$ cat config.mk
export PLATFORM = sky130hd
export DESIGN_NAME = distance_frame_parser_trimmed_filter
export DESIGN_NICKNAME = d
export VERILOG_FILES = /design/src/sv/dfp_pkg.sv /design/src/sv/dfp_front.sv /design/src/sv/dfp_queue.sv /design/src/sv/dfp_back.sv /design/src/sv/distance_frame_parser_trimmed_filter.sv
export SDC_FILE = /design/constraint.sdc
export NUM_CORES = 1
export LEC_CHECK = 0
export ABC_AREA = 0
export BUFFER_PORTS_ARGS = -buffer_cell sky130_fd_sc_hd__buf_2
export CORE_ASPECT_RATIO = 1.75
export CORE_MARGIN = 8
export CORE_UTILIZATION = 60
export CTS_CLUSTER_SIZE = 16
export DETAILED_ROUTE_END_ITERATION = 6
export PLACE_DENSITY = 0.79
export REMOVE_ABC_BUFFERS = 1
export SYNTH_ARGS = -nofsm -noshare
export SYNTH_HDL_FRONTEND = slang
export SYNTH_SLANG_ARGS = --single-unit
$ cat constraint.sdc
create_clock -name clk_i -period 10.05 [get_ports clk_i]
set_input_delay 1.5075 -clock clk_i [delete_from_list [all_inputs] [get_ports clk_i]]
set_output_delay 1.5075 -clock clk_i [all_outputs]
set_load 0.005 [all_outputs]
$ cat src/sv/dfp_pkg.sv
package dfp_pkg;

  localparam int unsigned FILTER_SAMPLES_DEF = 8;
  localparam int unsigned QUEUE_DEPTH        = 2;

  localparam logic [7:0] HEADER_BYTE = 8'hFF;

  localparam logic [15:0] MIN_DISTANCE_RST  = 16'd30;
  localparam logic [15:0] MAX_DISTANCE_RST  = 16'd4500;
  localparam logic [15:0] MAX_STEP_RST      = 16'd500;
  localparam logic [31:0] FAULT_TIMEOUT_RST = 32'd1000;

  typedef enum logic [1:0] {
    REG_MIN_DISTANCE  = 2'd0,
    REG_MAX_DISTANCE  = 2'd1,
    REG_MAX_STEP      = 2'd2,
    REG_FAULT_TIMEOUT = 2'd3
  } dfp_reg_e;

  typedef enum logic {
    KIND_SAMPLE = 1'b0,
    KIND_UPDATE = 1'b1
  } dfp_kind_e;

  typedef enum logic [1:0] {
    STATUS_NO_DATA = 2'd0,
    STATUS_OK      = 2'd1,
    STATUS_FAULT   = 2'd2
  } dfp_status_e;

  typedef struct packed {
    logic [15:0] min_distance;
    logic [15:0] max_distance;
    logic [15:0] max_step;
    logic [31:0] fault_timeout;
  } dfp_cfg_t;

  // sample events carry the distance in data[15:0], updates carry now_ms
  typedef struct packed {
    dfp_kind_e   kind;
    logic [31:0] data;
  } dfp_evt_t;

  typedef struct packed {
    logic        ever_valid;
    logic [31:0] last_valid_time;
    dfp_status_e sensor_status;
    logic [15:0] raw_mm;
    logic [15:0] filtered_mm;
  } dfp_result_t;

endpackage

$ cat src/sv/dfp_front.sv
module dfp_front
  import dfp_pkg::*;
(
  input  logic        clk_i,
  input  logic        rst_ni,
  input  logic        s_tvalid_i,
  output logic        s_tready_o,
  input  logic [39:0] s_tdata_i,  // rx_byte [7:0], now_ms [39:8]
  input  logic [0:0]  s_tuser_i,  // cmd [0]
  input  dfp_cfg_t    cfg_i,
  input  logic        evt_full_i,
  output logic        evt_push_o,
  output dfp_evt_t    evt_o
);

  logic [1:0] pos_q, pos_d;
  logic [7:0] hi_q, hi_d;
  logic [7:0] lo_q, lo_d;

  logic        accept;
  logic [7:0]  rx_byte;
  logic [7:0]  csum;
  logic [15:0] dist_mm;
  logic        good;

  assign s_tready_o = !evt_full_i;
  assign accept     = s_tvalid_i && !evt_full_i;
  assign rx_byte    = s_tdata_i[7:0];
  assign csum       = HEADER_BYTE + hi_q + lo_q;
  assign dist_mm    = {hi_q, lo_q};
  assign good       = (csum == rx_byte) && (dist_mm >= cfg_i.min_distance)
                      && (dist_mm <= cfg_i.max_distance);

  always_comb begin
    pos_d      = pos_q;
    hi_d       = hi_q;
    lo_d       = lo_q;
    evt_push_o = 1'b0;
    evt_o.kind = KIND_UPDATE;
    evt_o.data = s_tdata_i[39:8];
    if (accept) begin
      if (s_tuser_i[0] == KIND_UPDATE) begin
        evt_push_o = 1'b1;
      end else begin
        case (pos_q)
          2'd0: if (rx_byte == HEADER_BYTE) pos_d = 2'd1;
          2'd1: begin
            hi_d  = rx_byte;
            pos_d = 2'd2;
          end
          2'd2: begin
            lo_d  = rx_byte;
            pos_d = 2'd3;
          end
          default: begin
            // checksum byte: bad frames are dropped here
            pos_d      = 2'd0;
            evt_push_o = good;
            evt_o.kind = KIND_SAMPLE;
            evt_o.data = {16'd0, dist_mm};
          end
        endcase
      end
    end
  end

  always_ff @(posedge clk_i or negedge rst_ni) begin
    if (!rst_ni) begin
      pos_q <= 2'd0;
      hi_q  <= 8'd0;
      lo_q  <= 8'd0;
    end else begin
      pos_q <= pos_d;
      hi_q  <= hi_d;
      lo_q  <= lo_d;
    end
  end

endmodule

$ cat src/sv/dfp_queue.sv
module dfp_queue
  import dfp_pkg::*;
(
  input  logic     clk_i,
  input  logic     rst_ni,
  input  logic     push_i,
  input  dfp_evt_t evt_i,
  output logic     full_o,
  input  logic     pop_i,
  output logic     valid_o,
  output dfp_evt_t evt_o
);

  localparam int unsigned PTR_W = (QUEUE_DEPTH > 1) ? $clog2(QUEUE_DEPTH) : 1;
  localparam int unsigned CNT_W = $clog2(QUEUE_DEPTH + 1);

  dfp_evt_t           mem_q [QUEUE_DEPTH];
  logic [PTR_W-1:0]   wr_q, wr_d;
  logic [PTR_W-1:0]   rd_q, rd_d;
  logic [CNT_W-1:0]   cnt_q, cnt_d;
  logic               do_push, do_pop;

  assign full_o  = (cnt_q == CNT_W'(QUEUE_DEPTH));
  assign valid_o = (cnt_q != '0);
  assign evt_o   = mem_q[rd_q];
  assign do_push = push_i && !full_o;
  assign do_pop  = pop_i && valid_o;

  always_comb begin
    wr_d  = wr_q;
    rd_d  = rd_q;
    cnt_d = cnt_q;
    if (do_push) wr_d = (wr_q == PTR_W'(QUEUE_DEPTH - 1)) ? '0 : wr_q + 1'b1;
    if (do_pop)  rd_d = (rd_q == PTR_W'(QUEUE_DEPTH - 1)) ? '0 : rd_q + 1'b1;
    if (do_push && !do_pop) cnt_d = cnt_q + 1'b1;
    else if (do_pop && !do_push) cnt_d = cnt_q - 1'b1;
  end

  always_ff @(posedge clk_i) begin
    if (do_push) mem_q[wr_q] <= evt_i;
  end

  always_ff @(posedge clk_i or negedge rst_ni) begin
    if (!rst_ni) begin
      wr_q  <= '0;
      rd_q  <= '0;
      cnt_q <= '0;
    end else begin
      wr_q  <= wr_d;
      rd_q  <= rd_d;
      cnt_q <= cnt_d;
    end
  end

endmodule

$ cat src/sv/dfp_back.sv
module dfp_back
  import dfp_pkg::*;
#(
  parameter int unsigned FILTER_SAMPLES = FILTER_SAMPLES_DEF
) (
  input  logic        clk_i,
  input  logic        rst_ni,
  input  dfp_cfg_t    cfg_i,
  input  logic        evt_valid_i,
  input  dfp_evt_t    evt_i,
  output logic        evt_pop_o,
  output logic        m_tvalid_o,
  input  logic        m_tready_i,
  output dfp_result_t m_result_o
);

  localparam int unsigned N      = FILTER_SAMPLES;
  localparam int unsigned IDX_W  = $clog2(N);
  localparam int unsigned CNT_W  = $clog2(N + 1);
  localparam int unsigned SUM_W  = 16 + $clog2(N);
  localparam int unsigned DIV    = N - 2;
  localparam int unsigned DIV_L  = $clog2(DIV);
  localparam int unsigned SH     = SUM_W + DIV_L;
  localparam int unsigned PROD_W = 2 * SUM_W + 1;
  // rounded-up reciprocal: exact quotient for every dividend below 2**SUM_W
  localparam logic [SUM_W:0] RECIP = (SUM_W + 1)'(((64'd1 << SH) + DIV - 1) / DIV);

  typedef enum logic [5:0] {
    ST_IDLE  = 6'b000001,
    ST_SCAN  = 6'b000010,
    ST_TRIM  = 6'b000100,
    ST_MUL   = 6'b001000,
    ST_SCALE = 6'b010000,
    ST_STAT  = 6'b100000
  } state_e;

  state_e            state_q, state_d;
  logic [15:0]       ring_q [N];
  logic [15:0]       ring_d [N];
  logic [IDX_W-1:0]  cursor_q, cursor_d;
  logic [CNT_W-1:0]  cnt_q, cnt_d;
  logic [15:0]       raw_q, raw_d;
  logic [15:0]       filt_q, filt_d;
  logic [31:0]       stamp_q, stamp_d;
  logic              seen_q, seen_d;
  logic              fsu_q, fsu_d;
  logic [31:0]       now_q, now_d;
  logic [IDX_W-1:0]  idx_q, idx_d;
  logic [SUM_W-1:0]  sum_q, sum_d;
  logic [15:0]       min_q, min_d;
  logic [15:0]       max_q, max_d;
  logic [SUM_W-1:0]  trim_q, trim_d;
  logic [PROD_W-1:0] prod_q, prod_d;
  logic              out_valid_q, out_valid_d;
  dfp_result_t       out_q, out_d;

  logic        full;
  logic [15:0] dist_mm;
  logic [15:0] step;
  logic [15:0] cur;
  logic [31:0] elapsed;
  dfp_status_e status;

  assign full       = (cnt_q == CNT_W'(N));
  assign dist_mm    = evt_i.data[15:0];
  assign step       = (dist_mm > filt_q) ? dist_mm - filt_q : filt_q - dist_mm;
  assign cur        = ring_q[idx_q];
  assign elapsed    = now_q - stamp_q;
  assign m_tvalid_o = out_valid_q;
  assign m_result_o = out_q;

  always_comb begin
    if (!seen_q) status = STATUS_NO_DATA;
    else if (elapsed >= cfg_i.fault_timeout) status = STATUS_FAULT;
    else if (filt_q == 16'd0) status = STATUS_NO_DATA;
    else status = STATUS_OK;
  end

  always_comb begin
    state_d     = state_q;
    ring_d      = ring_q;
    cursor_d    = cursor_q;
    cnt_d       = cnt_q;
    raw_d       = raw_q;
    filt_d      = filt_q;
    stamp_d     = stamp_q;
    seen_d      = seen_q;
    fsu_d       = fsu_q;
    now_d       = now_q;
    idx_d       = idx_q;
    sum_d       = sum_q;
    min_d       = min_q;
    max_d       = max_q;
    trim_d      = trim_q;
    prod_d      = prod_q;
    out_d       = out_q;
    out_valid_d = out_valid_q;
    evt_pop_o   = 1'b0;

    if (out_valid_q && m_tready_i) out_valid_d = 1'b0;

    unique case (state_q)
      ST_IDLE: begin
        if (evt_valid_i) begin
          evt_pop_o = 1'b1;
          if (evt_i.kind == KIND_SAMPLE) begin
            raw_d  = dist_mm;
            seen_d = 1'b1;
            fsu_d  = 1'b1;
            // a full ring with a nonzero filtered value rejects a jump too far from it
            if (!(full && filt_q != 16'd0 && step > cfg_i.max_step)) begin
              ring_d[cursor_q] = dist_mm;
              cursor_d = (cursor_q == IDX_W'(N - 1)) ? '0 : cursor_q + 1'b1;
              if (!full) cnt_d = cnt_q + 1'b1;
            end
          end else begin
            now_d = evt_i.data;
            fsu_d = 1'b0;
            if (fsu_q) stamp_d = evt_i.data;
            if (full) begin
              idx_d   = '0;
              sum_d   = '0;
              min_d   = 16'hFFFF;
              max_d   = 16'd0;
              state_d = ST_SCAN;
            end else begin
              if (fsu_q) filt_d = raw_q;
              state_d = ST_STAT;
            end
          end
        end
      end
      ST_SCAN: begin
        sum_d = sum_q + SUM_W'(cur);
        if (cur < min_q) min_d = cur;
        if (cur > max_q) max_d = cur;
        if (idx_q == IDX_W'(N - 1)) state_d = ST_TRIM;
        else idx_d = idx_q + 1'b1;
      end
      ST_TRIM: begin
        trim_d  = sum_q - SUM_W'(min_q) - SUM_W'(max_q);
        state_d = ST_MUL;
      end
      ST_MUL: begin
        prod_d  = PROD_W'(trim_q) * PROD_W'(RECIP);
        state_d = ST_SCALE;
      end
      ST_SCALE: begin
        filt_d  = prod_q[SH+15:SH];
        state_d = ST_STAT;
      end
      ST_STAT: begin
        // wait for the output register to drain
        if (!out_valid_q || m_tready_i) begin
          out_d.filtered_mm     = filt_q;
          out_d.raw_mm          = raw_q;
          out_d.sensor_status   = status;
          out_d.last_valid_time = stamp_q;
          out_d.ever_valid      = seen_q;
          out_valid_d           = 1'b1;
          state_d               = ST_IDLE;
        end
      end
      default: state_d = ST_IDLE;
    endcase
  end

  always_ff @(posedge clk_i) begin
    ring_q <= ring_d;
    now_q  <= now_d;
    idx_q  <= idx_d;
    sum_q  <= sum_d;
    min_q  <= min_d;
    max_q  <= max_d;
    trim_q <= trim_d;
    prod_q <= prod_d;
    out_q  <= out_d;
  end

  always_ff @(posedge clk_i or negedge rst_ni) begin
    if (!rst_ni) begin
      state_q     <= ST_IDLE;
      cursor_q    <= '0;
      cnt_q       <= '0;
      raw_q       <= 16'd0;
      filt_q      <= 16'd0;
      stamp_q     <= 32'd0;
      seen_q      <= 1'b0;
      fsu_q       <= 1'b0;
      out_valid_q <= 1'b0;
    end else begin
      state_q     <= state_d;
      cursor_q    <= cursor_d;
      cnt_q       <= cnt_d;
      raw_q       <= raw_d;
      filt_q      <= filt_d;
      stamp_q     <= stamp_d;
      seen_q      <= seen_d;
      fsu_q       <= fsu_d;
      out_valid_q <= out_valid_d;
    end
  end

  a_cnt_bound: assert property (@(posedge clk_i) disable iff (!rst_ni)
    cnt_q <= CNT_W'(N)) else $error("sample count beyond ring size");

  a_ring_needs_frame: assert property (@(posedge clk_i) disable iff (!rst_ni)
    !seen_q |-> cnt_q == '0) else $error("ring holds samples without a good frame");

  a_pop_idle: assert property (@(posedge clk_i) disable iff (!rst_ni)
    evt_pop_o |-> state_q == ST_IDLE) else $error("event popped while busy");

  a_stat_loads: assert property (@(posedge clk_i) disable iff (!rst_ni)
    (state_q == ST_STAT && (!out_valid_q || m_tready_i)) |=> out_valid_q)
    else $error("result not loaded after status");

endmodule

$ cat src/sv/distance_frame_parser_trimmed_filter.sv
// The parser never stalls byte transfers while the event queue has room.
// Update transfers: with the ring not yet full, an update passes through the event queue
// and the back end's status step into the output register; with a full ring the back end
// first walks over the sample ring, then trims, multiplies by the reciprocal and scales
// before the status step.
// rst_ni is asynchronous, active low: parser, ring count, filter state and registers reset.
module distance_frame_parser_trimmed_filter
  import dfp_pkg::*;
#(
  parameter int unsigned FILTER_SAMPLES = FILTER_SAMPLES_DEF
) (
  input  logic        clk_i,
  input  logic        rst_ni,
  input  logic        s_axis_tvalid_i,
  output logic        s_axis_tready_o,
  input  logic [39:0] s_axis_tdata_i,  // rx_byte [7:0], now_ms [39:8]
  input  logic [0:0]  s_axis_tuser_i,  // cmd [0]
  output logic        m_axis_tvalid_o,
  input  logic        m_axis_tready_i,
  // filtered_mm [15:0], raw_mm [31:16], sensor_status [33:32],
  // last_valid_time [65:34], ever_valid [66], zero [71:67]
  output logic [71:0] m_axis_tdata_o,
  input  logic        psel_i,
  input  logic        penable_i,
  input  logic        pwrite_i,
  input  logic [3:0]  paddr_i,
  input  logic [31:0] pwdata_i,
  output logic [31:0] prdata_o,
  output logic        pready_o
);

  dfp_cfg_t    cfg_q, cfg_d;
  dfp_reg_e    reg_sel;
  logic        cfg_wr;
  logic        evt_push, evt_full, evt_pop, evt_valid;
  dfp_evt_t    evt_in, evt_out;
  dfp_result_t result;

  assign pready_o = 1'b1;
  assign reg_sel  = dfp_reg_e'(paddr_i[3:2]);
  assign cfg_wr   = psel_i && penable_i && pwrite_i;

  always_comb begin
    cfg_d = cfg_q;
    if (cfg_wr) begin
      unique case (reg_sel)
        REG_MIN_DISTANCE:  cfg_d.min_distance  = pwdata_i[15:0];
        REG_MAX_DISTANCE:  cfg_d.max_distance  = pwdata_i[15:0];
        REG_MAX_STEP:      cfg_d.max_step      = pwdata_i[15:0];
        REG_FAULT_TIMEOUT: cfg_d.fault_timeout = pwdata_i;
        default: ;
      endcase
    end
  end

  always_comb begin
    unique case (reg_sel)
      REG_MIN_DISTANCE:  prdata_o = {16'd0, cfg_q.min_distance};
      REG_MAX_DISTANCE:  prdata_o = {16'd0, cfg_q.max_distance};
      REG_MAX_STEP:      prdata_o = {16'd0, cfg_q.max_step};
      REG_FAULT_TIMEOUT: prdata_o = cfg_q.fault_timeout;
      default:           prdata_o = 32'd0;
    endcase
  end

  always_ff @(posedge clk_i or negedge rst_ni) begin
    if (!rst_ni) begin
      cfg_q.min_distance  <= MIN_DISTANCE_RST;
      cfg_q.max_distance  <= MAX_DISTANCE_RST;
      cfg_q.max_step      <= MAX_STEP_RST;
      cfg_q.fault_timeout <= FAULT_TIMEOUT_RST;
    end else begin
      cfg_q <= cfg_d;
    end
  end

  dfp_front u_front (
    .clk_i      (clk_i),
    .rst_ni     (rst_ni),
    .s_tvalid_i (s_axis_tvalid_i),
    .s_tready_o (s_axis_tready_o),
    .s_tdata_i  (s_axis_tdata_i),
    .s_tuser_i  (s_axis_tuser_i),
    .cfg_i      (cfg_q),
    .evt_full_i (evt_full),
    .evt_push_o (evt_push),
    .evt_o      (evt_in)
  );

  dfp_queue u_queue (
    .clk_i   (clk_i),
    .rst_ni  (rst_ni),
    .push_i  (evt_push),
    .evt_i   (evt_in),
    .full_o  (evt_full),
    .pop_i   (evt_pop),
    .valid_o (evt_valid),
    .evt_o   (evt_out)
  );

  dfp_back #(
    .FILTER_SAMPLES (FILTER_SAMPLES)
  ) u_back (
    .clk_i       (clk_i),
    .rst_ni      (rst_ni),
    .cfg_i       (cfg_q),
    .evt_valid_i (evt_valid),
    .evt_i       (evt_out),
    .evt_pop_o   (evt_pop),
    .m_tvalid_o  (m_axis_tvalid_o),
    .m_tready_i  (m_axis_tready_i),
    .m_result_o  (result)
  );

  assign m_axis_tdata_o = {5'd0, result};

endmodule
==> impl_metrics.tcl <==
set metrics [dict create \
    endpoint_kind "register" \
    period_share_pct 83.8 \
    placed_cell_area_sq_um 36500 \
    clock_skew_ps 23.2 \
    cts_resized 0 \
    grt_util_met2_pct 49.3 \
    fp.dieW_um 198 \
    r2r-start "u_queue.rd_q$_DFFE_PN0P_" \
    routabilityCongestion 0.971 \
    clkSlewWorstSetupHoldPaths_ps 70 \
    hold_path_class "register to register" \
    grt_usage_pct 26.3 \
    ys_async_sr_fraction_pct 32.3 \
    synth_flop_cell "edfxtp_1" \
    post-route-min-period_ps 8420 \
    r2r_slack_ps 1630 \
    grt_max_degree 74 \
    port_buffers 182 \
    dieArea_sq_um 66000 \
    cts_htree_levels 2 \
    crit_required_ps 10260 \
    rsz0062_at_grt "no" \
    gr-total-overflow 0 \
    yosysWarnings 0 \
    top_usage_layer "met2" \
    ff2ff_path_depth 20 \
    postRouteAntennaNets 0 \
    hold_depth 0 \
    synth_edf_count 382 \
    cp_max_fo 35 \
    clock_latency_ps 600 \
    setup_tns_ps 0 \
    synth_top_cell_area_share_pct 33.1 \
    clock.fmax_mhz 119 \
    tightest_slew_ps 1160 \
    p_leak_nw 17.1 \
    start_util_pct 60.6 \
    layout-drive-gt1-share_pct 14.5 \
    clkSinkCount 564 \
    cts_buffer_depth 3 \
    wl_per_cell_um 21.7 \
    ys_top_cells_by_area "edfxtp_1, ha_1, dfrtp_1" \
    nNetsFinal 3724 \
    synth_seq_cells 564 \
    use_met3_pct 3.31 \
    viasPerCell 5.88 \
    netlist_area_sq_um 34700 \
    hpwl_um 66500 \
    grt_util_met1_pct 27.4 \
    ys_seq_area_share_pct 46.3 \
    grt_pass1_wl_um 135000 \
    die_h_um 334 \
    drv_slew 0 \
    worstSetupPathType "register to register" \
    grt_pass1_vias 25269 \
    synth_area_leader_cell "edfxtp_1" \
    cap_violations 0 \
    n_fill_cell 4283 \
    worstReg2RegEnd "u_back.ring_q[120]$_DFFE_PP_" \
    ctsHoldBuffers 0 \
    synth.distinct_cells 79 \
    min-delay-start "u_back.stamp_q[5]$_DFFE_PN0P_" \
    tritoncts "built" \
    cp.arrival_ps 8630 \
    core.rowCount 116 \
    slowest_delay_ps 1080 \
    maxSlewHeadroom_pct 22.2 \
    post_cts_buffers 0 \
    status "completed" \
    clock-root-buffer "clkbuf_16" \
    wl_um 86000 \
    cpMaxStageDelayCell "dfrtp_2" \
    stdcell_area_sq_um 38000 \
    antenna_found_initial 1 \
    area_growth_pct 9.72 \
    crit_start "u_queue.rd_q$_DFFE_PN0P_" \
    stdcell_count 3965 \
    cpLargestDelayFamily "compound AO/OA/AOI/OAI gates" \
    hold_violations 0 \
    avgSynthCellArea_sq_um 11.7 \
    crit_buf_inv 2 \
    irDropWorstVdd_v 0.000231 \
    placed_cells 3874 \
    cts_made_buffers 48 \
    syn_inst 2974 \
    power.density_nw_per_um2 298 \
    vias 23318 \
    start_kind "register" \
    path_cells "mux2i_1, inv_1, fa_1, a211oi_1, o21ai_1, o211ai_1, a211oi_2, o21ai_1, a21oi_1, o41ai_2, mux2i_1, or4_1, ha_1, a21o_1, a21o_1, a21oi_1, o311ai_0, a311oi_1, buf_4, and3b_1" \
    drtIter0Drc 1273 \
    hold_end "u_back.m_result_o[39]$_DFFE_PP_" \
    drc 0 \
    io_pins 191 \
    p_total_mw 11.3 \
    coreArea_sq_um 57200 \
    dr.pass1.iters 7 \
    finalSetupViolations 0 \
]
==> worst max path at each step <==
stage	endpoint	slack (ps)	depth (start not counted)
after global routing	u_back.ring_q[114]$_DFFE_PP_	1130	20
after CTS	u_back.ring_q[120]$_DFFE_PP_	1580	20
after global placement	u_back.ring_q[123]$_DFFE_PP_	1750	20
after detailed placement	u_back.ring_q[122]$_DFFE_PP_	1620	20
after floorplan	u_back.ring_q[80]$_DFFE_PP_	1630	19
final	u_back.ring_q[120]$_DFFE_PP_	1630	20
==> sequential cells by signal, summed over array words and instances, names as in the netlist, 8 cells and up <==
register           cells
u_back.ring_q        128
u_back.sum_q          19
u_back.m_result_o     67
u_back.trim_q         19
u_back.max_q          16
u_front.hi_q           8
u_back.filt_q         16
u_back.prod_q         16
u_back.now_q          32
u_front.lo_q           8
cfg_q                 80
u_queue.mem_q         66
u_back.raw_q          16
u_back.min_q          16
u_back.stamp_q        32
==> routing by layer <==
metal,vias to the layer above,wire [um]
li1,10799,-
met1,11605,30300
met2,691,46300
met3,223,3510
met4,0,5860
met5,-,0
==> where the power goes <==
group / internal (mW) / switching (mW)
logic: 2.48 / 3.36
registers: 3.20 / 0.414
clock network: 0.989 / 0.880
total: 6.67 / 4.66
==> cell families (layout without fill, tap and decap cells) <==
family	Yosys count	count (layout)	synth area share, %
AO/OA/AOI/OAI	534	534	9.72
flip-flops	564	564	46.3
other	2	7	0.0217
XOR/XNOR	107	107	2.70
buffers and inverters	541	760	5.94
multiplexers	182	182	7.28
AND/OR/NAND/NOR	561	561	7.96
adder cells (fa/ha/maj)	483	483	20.1
==> cell usage after synthesis, drive strengths merged (6+ instances only) <==
master and instances:
o21ai 164, and3 9, nand3 33, dfstp 22
a211o 7, nor2b 21, or3 10, o21a 26
a31oi 11, mux4 48, a211oi 16, dfrtp 160
buf 18, nand2 175, nand2b 20, mux2i 55
nor2 144, nor3 31, edfxtp 382, nor4 12
and4b 9, a21o 78, and4 8, xnor2 81
ha 362, or2 10, and2 27, nand4 37
mux2 79, a2111oi 7, o31ai 7, o311ai 6
inv 463, a21oi 135, o21bai 14, clkbuf 60
o211ai 7, fa 121, xor2 26, a21boi 9
==> layout make-up <==
cell class	instances	area (sq um)	area share, %
multi-input combinational	1873	16600	43.7
sequential	564	16100	42.2
inverter	463	1740	4.57
clock buffer	61	1270	3.34
timing repair buffer	207	1110	2.91
tap	767	960	2.52
clock inverter	29	273	0.717
antenna	1	2.50	0.00658
==> cells in the final DEF, fill, tap and decap left out, types with 48 or more instances in the layout <==
cell type,Yosys,routed
dfrtp_1,160,159
xnor2_1,81,81
nand2_1,175,174
mux4_2,48,48
a21o_1,78,78
mux2i_1,55,55
o21ai_0,161,161
edfxtp_1,382,382
nor2_1,144,141
buf_2,5,181
mux2_2,79,79
ha_1,362,362
a21oi_1,135,134
fa_1,121,121
clkbuf_16,0,48
inv_1,463,463
==> metrics by stage <==
stage | utilization, % | hold slack [ps] | worst slack (ps)
floorplan | - | 425 | 1630
global placement | 63.8 | 434 | 1750
detailed placement | 63.8 | 431 | 1620
CTS | 66.5 | 456 | 1580
global route | 66.5 | 462 | 1130
finish | 66.5 | 467 | 1630
No activity file was read; power rests on OpenSTA's default activity.
